[src/rtl/core/aslm_pkg.sv]
`default_nettype none
package aslm_pkg;

   // Event codes carried in the operation field
   typedef enum logic [2:0] {
      OP_TICK       = 3'd0,
      OP_RX_PULSE   = 3'd1,
      OP_TX_PULSE   = 3'd2,
      OP_ERROR      = 3'd3,
      OP_STA_MODE   = 3'd4,
      OP_AP_MODE    = 3'd5,
      OP_STA_LINK   = 3'd6,
      OP_AP_CLIENT  = 3'd7
   } op_type;

   // Register indexes of the write port
   localparam int CSR_IDX_BITS = 1;
   typedef enum logic [CSR_IDX_BITS-1:0] {
      CSR_HOLD_TIME    = 1'b0,
      CSR_BLINK_PERIOD = 1'b1
   } csr_index_type;

   localparam int HOLD_TIME_BITS = 8;
   localparam int PERIOD_BITS    = 16;
   localparam int CSR_DATA_BITS  = 16;
   localparam int COLOR_BITS     = 8;

   localparam logic [HOLD_TIME_BITS-1:0] HOLD_TIME_RESET    = 8'd30;
   localparam logic [PERIOD_BITS-1:0]    BLINK_PERIOD_RESET = 16'd1000;

   localparam logic [COLOR_BITS-1:0] COLOR_FULL         = 8'd255;
   localparam logic [COLOR_BITS-1:0] COLOR_ORANGE_GREEN = 8'd64;
   localparam logic [COLOR_BITS-1:0] COLOR_OFF          = 8'd0;

   localparam int HOLD_BITS_DEFAULT  = 8;
   localparam int PHASE_BITS_DEFAULT = 16;

   typedef struct packed {
      logic [COLOR_BITS-1:0] red;
      logic [COLOR_BITS-1:0] green;
      logic [COLOR_BITS-1:0] blue;
   } color_type;

endpackage
`default_nettype wire

[src/rtl/core/activity_status_led_mixer.sv]
`default_nettype none
// Status colour mixer. Each request is one event (tick, rx/tx activity pulse or a new
// flag level) and yields exactly one colour: error red, then an orange (station mode,
// no link) or white (ap mode, no client) blink, then cyan/blue/green for rx/tx
// activity, else black. A request updates the counters and flags in the cycle it is
// accepted; the colour is then computed from them and held in the output register, and
// one request is taken every cycle as long as the result side keeps up. A stall on the
// result side backs up to req_stall only once both the output register and the
// in-flight stage hold a result. Write hold_time and blink_period only while idle.
module activity_status_led_mixer #(
   parameter int HOLD_BITS  = aslm_pkg::HOLD_BITS_DEFAULT,
   parameter int PHASE_BITS = aslm_pkg::PHASE_BITS_DEFAULT
) (
   input  wire logic                                clock,
   input  wire logic                                reset,
   input  wire logic                                csr_write,
   input  wire logic [aslm_pkg::CSR_IDX_BITS-1:0]   csr_index,
   input  wire logic [aslm_pkg::CSR_DATA_BITS-1:0]  csr_wdata,
   input  wire logic                                req_valid,
   output logic                                     req_stall,
   input  wire logic [2:0]                          req_operation,
   input  wire logic                                req_flag_value,
   output logic                                     rsp_valid,
   input  wire logic                                rsp_stall,
   output logic [aslm_pkg::COLOR_BITS-1:0]          rsp_red,
   output logic [aslm_pkg::COLOR_BITS-1:0]          rsp_green,
   output logic [aslm_pkg::COLOR_BITS-1:0]          rsp_blue
);
   import aslm_pkg::*;

   localparam int HCMP_BITS = (HOLD_BITS > HOLD_TIME_BITS) ? HOLD_BITS : HOLD_TIME_BITS;
   localparam int LCMP_BITS = (PHASE_BITS > HOLD_TIME_BITS) ? PHASE_BITS : HOLD_TIME_BITS;
   localparam int PCMP_BITS = ((PHASE_BITS > PERIOD_BITS) ? PHASE_BITS : PERIOD_BITS) + 1;

   logic [HOLD_TIME_BITS-1:0] hold_time_ff;
   logic [PERIOD_BITS-1:0]    blink_period_ff;

   logic [PHASE_BITS-1:0] blink_phase_ff, blink_phase_in;
   logic [HOLD_BITS-1:0]  rx_remaining_ff, rx_remaining_in;
   logic [HOLD_BITS-1:0]  tx_remaining_ff, tx_remaining_in;
   logic error_flag_ff, error_flag_in;
   logic sta_mode_ff, sta_mode_in;
   logic ap_mode_ff, ap_mode_in;
   logic sta_link_ff, sta_link_in;
   logic ap_client_ff, ap_client_in;

   logic      pend_ff, pend_in;
   logic      rsp_valid_ff, rsp_valid_in;
   color_type color_ff, color_in;

   logic                  req_accept;
   logic                  rsp_advance;
   op_type                op;
   logic [HCMP_BITS-1:0]  hold_wide;
   logic [HCMP_BITS-1:0]  hold_max;
   logic [HOLD_BITS-1:0]  hold_load;
   logic [PCMP_BITS-1:0]  phase_inc;
   logic [PCMP_BITS-1:0]  period_eff;
   logic                  lit;
   logic                  rx_act;
   logic                  tx_act;

   assign rsp_advance = !rsp_valid_ff || !rsp_stall;
   assign req_stall   = pend_ff && !rsp_advance;
   assign req_accept  = req_valid && !req_stall;
   assign op          = op_type'(req_operation);

   // Saturate the load when the hold counter is narrower than the register
   assign hold_wide = HCMP_BITS'(hold_time_ff);
   assign hold_max  = HCMP_BITS'({HOLD_BITS{1'b1}});
   assign hold_load = (hold_wide > hold_max) ? HOLD_BITS'(hold_max) : HOLD_BITS'(hold_wide);

   assign phase_inc  = PCMP_BITS'(blink_phase_ff) + PCMP_BITS'(1);
   assign period_eff = (blink_period_ff == '0) ? PCMP_BITS'(1) : PCMP_BITS'(blink_period_ff);

   always_comb begin
      blink_phase_in  = blink_phase_ff;
      rx_remaining_in = rx_remaining_ff;
      tx_remaining_in = tx_remaining_ff;
      error_flag_in   = error_flag_ff;
      sta_mode_in     = sta_mode_ff;
      ap_mode_in      = ap_mode_ff;
      sta_link_in     = sta_link_ff;
      ap_client_in    = ap_client_ff;
      if (req_accept) begin
         unique case (op)
            OP_TICK: begin
               blink_phase_in = (phase_inc >= period_eff) ? '0 : PHASE_BITS'(phase_inc);
               if (rx_remaining_ff != '0) rx_remaining_in = rx_remaining_ff - 1'b1;
               if (tx_remaining_ff != '0) tx_remaining_in = tx_remaining_ff - 1'b1;
            end
            OP_RX_PULSE: rx_remaining_in = hold_load;
            OP_TX_PULSE: tx_remaining_in = hold_load;
            OP_ERROR:    error_flag_in   = req_flag_value;
            OP_STA_MODE: begin
               sta_mode_in = req_flag_value;
               if (req_flag_value) ap_mode_in = 1'b0;
            end
            OP_AP_MODE: begin
               ap_mode_in = req_flag_value;
               if (req_flag_value) sta_mode_in = 1'b0;
            end
            OP_STA_LINK:  sta_link_in  = req_flag_value;
            OP_AP_CLIENT: ap_client_in = req_flag_value;
            default: ;
         endcase
      end
   end

   // Colour from the state left by the request accepted last
   assign lit    = LCMP_BITS'(blink_phase_ff) < LCMP_BITS'(hold_time_ff);
   assign rx_act = rx_remaining_ff != '0;
   assign tx_act = tx_remaining_ff != '0;

   always_comb begin
      color_in = '{red: COLOR_OFF, green: COLOR_OFF, blue: COLOR_OFF};
      priority if (error_flag_ff) begin
         color_in.red = COLOR_FULL;
      end else if (sta_mode_ff && !sta_link_ff && lit) begin
         color_in.red   = COLOR_FULL;
         color_in.green = COLOR_ORANGE_GREEN;
      end else if (!sta_mode_ff && ap_mode_ff && !ap_client_ff && lit) begin
         color_in = '{red: COLOR_FULL, green: COLOR_FULL, blue: COLOR_FULL};
      end else begin
         if (rx_act) color_in.blue  = COLOR_FULL;
         if (tx_act) color_in.green = COLOR_FULL;
      end
   end

   assign pend_in      = req_accept || (pend_ff && !rsp_advance);
   assign rsp_valid_in = rsp_advance ? pend_ff : rsp_valid_ff;

   always_ff @(posedge clock) begin
      if (reset) begin
         hold_time_ff    <= HOLD_TIME_RESET;
         blink_period_ff <= BLINK_PERIOD_RESET;
         blink_phase_ff  <= '0;
         rx_remaining_ff <= '0;
         tx_remaining_ff <= '0;
         error_flag_ff   <= 1'b0;
         sta_mode_ff     <= 1'b0;
         ap_mode_ff      <= 1'b0;
         sta_link_ff     <= 1'b0;
         ap_client_ff    <= 1'b0;
         pend_ff         <= 1'b0;
         rsp_valid_ff    <= 1'b0;
      end else begin
         if (csr_write) begin
            unique case (csr_index_type'(csr_index))
               CSR_HOLD_TIME:    hold_time_ff    <= HOLD_TIME_BITS'(csr_wdata);
               CSR_BLINK_PERIOD: blink_period_ff <= PERIOD_BITS'(csr_wdata);
               default: ;
            endcase
         end
         blink_phase_ff  <= blink_phase_in;
         rx_remaining_ff <= rx_remaining_in;
         tx_remaining_ff <= tx_remaining_in;
         error_flag_ff   <= error_flag_in;
         sta_mode_ff     <= sta_mode_in;
         ap_mode_ff      <= ap_mode_in;
         sta_link_ff     <= sta_link_in;
         ap_client_ff    <= ap_client_in;
         pend_ff         <= pend_in;
         rsp_valid_ff    <= rsp_valid_in;
      end
   end

   always_ff @(posedge clock) begin
      if (rsp_advance && pend_ff) color_ff <= color_in;
   end

   assign rsp_valid = rsp_valid_ff;
   assign rsp_red   = color_ff.red;
   assign rsp_green = color_ff.green;
   assign rsp_blue  = color_ff.blue;

endmodule
`default_nettype wire

[config.mk]
export PLATFORM = sky130hd
export DESIGN_NAME = activity_status_led_mixer
export DESIGN_NICKNAME = d
export VERILOG_FILES = /design/src/rtl/core/aslm_pkg.sv /design/src/rtl/core/activity_status_led_mixer.sv
export SDC_FILE = /design/constraint.sdc
export NUM_CORES = 1
export LEC_CHECK = 0
export BUFFER_PORTS_ARGS = -buffer_cell sky130_fd_sc_hd__buf_4
export CORE_MARGIN = 2
export CORE_UTILIZATION = 25
export CTS_BUF_LIST = sky130_fd_sc_hd__clkbuf_4
export DETAILED_ROUTE_END_ITERATION = 6
export PLACE_DENSITY = 0.45
export SYNTH_ARGS = -nofsm -noshare
export SYNTH_HDL_FRONTEND = slang
export SYNTH_SLANG_ARGS = --single-unit
export TNS_END_PERCENT = 10
[constraint.sdc]
create_clock -name clock -period 4.1 [get_ports clock]
set_input_delay 0.41 -clock clock [delete_from_list [all_inputs] [get_ports clock]]
set_output_delay 0.41 -clock clock [all_outputs]
set_load 0.05 [all_outputs]
# [Yosys cells after proc, flatten, opt, wreduce, memory -nomap -nowiden]
# Index checks and enable logic that the tools add are counted.
[totals] input_bits=26 regBits=87 wordCells=84 out_inout_bits=26
[classes] n_mux=15 n_bitwise=1 n_reduce_logical=35 magnitude_cmp=3 addsub=3 eq_ne=11
[ops] cell="$mux W16" n=3
[ops] cell="$mux W8" n=6
[ops] cell="$pmux W8 S2" n=2
[ops] cell="$add A16 B1 Y17 const B" n=1
[ops] cell="$ge A17 B16 Y1" n=1
[ops] cell="$logic_not A16 Y1" n=1
[ops] cell="$lt A16 B8 Y1" n=1
[ops] cell="$reduce_bool A8 Y1" n=2
[ops] cell="$sub A8 B1 Y8 const B" n=2
[ops] cell="$eq A3 B3 Y1 const B" n=4
[ops] cell="$reduce_and A2 Y1" n=6
[ops] cell="$reduce_and A3 Y1" n=4
[ops] cell="$gt A8 B8 Y1 const B" n=1
[ops] cell="$logic_and A1 B1 Y1" n=8
[ops] cell="$ne A2 B2 Y1 const B" n=4
[ops] cell="$logic_not A1 Y1" n=7
[ops] cell="$mux W7" n=1
[ops] cell="$eq A3 B2 Y1 const B" n=2
[ops] cell="$reduce_bool A2 Y1" n=3
[ops] cell="$pmux W1 S2" n=2
[ops] cell="$eq A3 B1 Y1 const B" n=1
[ops] cell="$logic_not A3 Y1" n=1
[ops] cell="$logic_or A1 B1 Y1" n=2
[ops] cell="$reduce_or A2 Y1" n=1
[ops] cell="other kinds (2)" n=2

# [Depth between registers and ports, before layout]
[logic_depth] ltp_word=7 ltp_mapped=15 depth_no_buf=13

# [Worst setup path after synthesis]
# No wires, ideal clock.
[synth_timing] kind="reg-to-reg" start="register blink_phase_ff[0]" end="register blink_phase_ff[10]" period_less_slack_ns=2.956 path_slack_ns=1.144 path_buffers=1 stages_incl_launch_ff=14 arrival_ns=2.884 cell_sequence="dfxtp_1 -> ha_1 -> and3_4 -> nand2_1 -> and2_1 -> or2_2 -> ha_1 -> nand3_1 -> a21oi_1 -> a211o_1 -> a221oi_4 -> buf_6 -> nand4_1 -> mux2i_1"
[synth_between] elab_chain_len=3
[synth_lines] item="start: declaration" line_no="activity_status_led_mixer.sv:38" text="logic [PHASE_BITS-1:0] blink_phase_ff, blink_phase_in;"
[synth_lines] item="start signal: assignment" line_no="activity_status_led_mixer.sv:155" text="blink_phase_ff <= blink_phase_in;"
[synth_lines] item="$add A16 B1 Y17 (*)" line_no="activity_status_led_mixer.sv:73" text="assign phase_inc = PCMP_BITS'(blink_phase_ff) + PCMP_BITS'(1);"
[synth_lines] item="$ge A17 B16 Y1" line_no="activity_status_led_mixer.sv:88" text="blink_phase_in = (phase_inc >= period_eff) ? '0 : PHASE_BITS'(phase_inc);"
[synth_lines] item="$mux W16 (*)" line_no="activity_status_led_mixer.sv:88"
# Every way passes the cells marked *; elsewhere a longest branch is shown, timed or not.
# A chain may end at the register's enable or synchronous reset.

# [Final worst setup path]
# Same ends and word-level chain as after synthesis.

==> impl_metrics.ini <==
[run_status]
status = complete, no violations

[clock_tree]
cts_resized = 0
htreeDepth = 3
clk_latency_ns = 0.43
clk_pin_slew_ns = 0.11
cts_tree = built
clock-root-buffer = clkbuf_4
postCtsSetupBuffers = 0
cts_hold_buf = 0
cts_made_buffers = 9
clock-sinks = 67
cts_buffer_depth = 2

[routing]
drt_wl_total_mm = 9.97
final_antenna_net_count = 0
remaining_drc_errors = 0
avgViaCountPerCell = 4.64
via_count = 3441
drtPass1Iterations = 4
drtIter0Drc = 164
wire_per_inst_um = 13.5

[setup_path]
critPathRequiredTime_ns = 4.46
worstReg2RegEnd = blink_phase_ff[10]
cp-end-kind = flop
critPathLaunchType = flop
crit_path_max_fanout = 10
rr_worst_depth = 13
crit_end = blink_phase_ff[10]
timing.critical_path.from = blink_phase_ff[0]
rrSetupSlack_ns = 0.68
worstSetupPathType = reg2reg
timing.rr.start = blink_phase_ff[0]
cp.arrival_ns = 3.79

[place]
placed_area_mm2 = 0.00439
io_buffer_count = 51
gp_congestion = 0.829
dpl.hpwl_mm = 7.53

[sta]
fmax_mhz = 292
min_period_ns = 3.42
final.setup.tns_ns = 0
tightestPinTransition_ns = 0.723
setup_violations = 0
finalHoldViolations = 0
min_period_over_period_pct = 83.5
finClkSkew_ns = 0.0212
rsz0062_at_grt = no
fin_hold_ws_ns = 0.193
slew_violations = 0
relSlewSlack_pct = 51.7

[final_layout]
multi_input_area_mm2 = 0.00219
final_area_mm2 = 0.00450
drive_gt1_share_pct = 14.7
fill_cells = 1756
final_common_cell = nand2_1
regArea_mm2 = 0.00138
antenna_cells = 0
nets = 574
final_cell_mix = 73 x nand2_1, 63 x dfxtp_1, 55 x buf_4, 37 x a21oi_1, 34 x inv_1
synthToLayoutAreaGrowth_pct = 13.6

[floorplanning]
dieArea_mm2 = 0.0169
fp.dieH_um = 130
rows = 46
start_util_pct = 25.3
core-area_mm2 = 0.0157
die_w_um = 130
num_io_pins = 52

[global_routing]
grt_pass1_wl_mm = 16.6
grt_pass1_vias = 3213
grt_start_max_net_pins = 50
grt_antenna_before_repair = 0
gr-total-overflow = 0
track_usage_pct = 12.5

[logic_synthesis]
synth_top_cell_by_area = dfxtp_1
syn_area_mm2 = 0.00396
ys_ff_latch = 67
yosysTopAreaCellShare_pct = 31.8
synth_warnings = 0
synth_area_leaders = dfxtp_1 32%, ha_1 8.8%, nand2_1 6.9%
syn_avg_cell_area_um2 = 8.05
yosysUniqueCellTypes = 51
syn_nets = 546
netlist_instances = 492
synth_edf_count = 4
synthArstFlopShare_pct = 0
synth_flop_cell = dfxtp_1
ys_seq_area_share_pct = 34.9

[power]
ir_drop_uv = 120
powerDensity_mw_per_mm2 = 311
total_power_mw = 1.40
p_leak_nw = 1.88

[min_path]
hold_path.class = in2reg

[run]
maxCapViolCount = 0
-- kinds of logic after synthesis --
logic type	after synthesis	share of synthesized area [%]
mux	6	1.52
xor+xnor	12	2.65
buf+inv	73	9.73
fa+ha+maj	28	8.84
simple gates	190	23.2
compound gates	116	19.2
flops	67	34.9
-- synth_stat cells, types with 5 or more instances --
| master | count |
|---|---|
| nor3_1 | 13 |
| nand2_1 | 73 |
| a21oi_1 | 37 |
| nand3b_1 | 10 |
| o21ai_0 | 29 |
| xor2_1 | 5 |
| inv_1 | 34 |
| dfxtp_1 | 63 |
| a31oi_1 | 5 |
| nor2_1 | 33 |
| a211oi_1 | 8 |
| xnor2_1 | 7 |
| buf_4 | 20 |
| clkbuf_1 | 12 |
| or3_1 | 6 |
| nand3_1 | 21 |
| a211o_1 | 5 |
| a32o_1 | 10 |
| mux2i_1 | 6 |
| ha_1 | 28 |
| nand4_1 | 9 |
-- metrics by stage --
| step | utilization [%] | worst slack (ns) | instances |
|---|---|---|---|
| after floorplan | - | 1.14 | 492 |
| after global placement | 28.0 | 0.797 | 725 |
| after detailed placement | 28.0 | 0.719 | 725 |
| after CTS | 28.7 | 0.698 | 741 |
| after global routing | 28.7 | 0.319 | 741 |
| final | 28.7 | 0.678 | 741 |
-- power breakdown --
group	leakage, nW	total [mW]	internal [mW]	switching [mW]
Combinational	1.26	0.309	0.109	0.200
Clock	0.0662	0.377	0.140	0.237
Sequential	0.551	0.714	0.688	0.0260
Total	1.88	1.40	0.936	0.463
-- routing by layer --
layer	GRT usage [%]	wire (um)
met1	17.4	5040
met2	19.1	4480
met4	5.63	218
met3	1.72	238
met5	0	0
-- final cells by class --
class	count	area share (%)
Sequential cell	67	30.7
Timing Repair Buffer	55	9.18
Inverter	35	2.92
Multi-Input combinational cell	352	48.8
Clock inverter	4	0.389
Clock buffer	12	2.00
Tap cell	216	6.01
-- worst max-delay path, cell delays in order, from the launching register on --
cell	delay [ns]
dfxtp_1	0.49
ha_1	0.33
and3_4	0.25
nand2_1	0.08
and2_1	0.18
or2_2	0.30
ha_1	0.29
nand3_1	0.11
a21oi_1	0.07
a211o_1	0.30
a221oi_4	0.46
buf_4	0.27
nand4_1	0.10
mux2i_1	0.14
-- flip-flops by register name, indices dropped and copies added, names as in the netlist --
name             cells
tx_remaining_ff      8
hold_time_ff         8
blink_period_ff     16
error_flag_ff        1
rsp_green            2
rx_remaining_ff      8
pend_ff              1
ap_client_ff         1
rsp_valid            1
ap_mode_ff           1
blink_phase_ff      16
rsp_red              1
rsp_blue             1
sta_link_ff          1
sta_mode_ff          1
-- worst min-delay path by stage --
stage                 startpoint                  to  cells past startpoint
floorplan             ap_mode_ff          ap_mode_ff                      2
global placement      ap_mode_ff          ap_mode_ff                      2
detailed placement    ap_mode_ff          ap_mode_ff                      2
CTS                 csr_wdata[8]  blink_period_ff[8]                      3
global route        csr_wdata[9]  blink_period_ff[9]                      3
finish              csr_wdata[9]  blink_period_ff[9]                      3
Note: power is estimated with default switching activity, not from simulation.
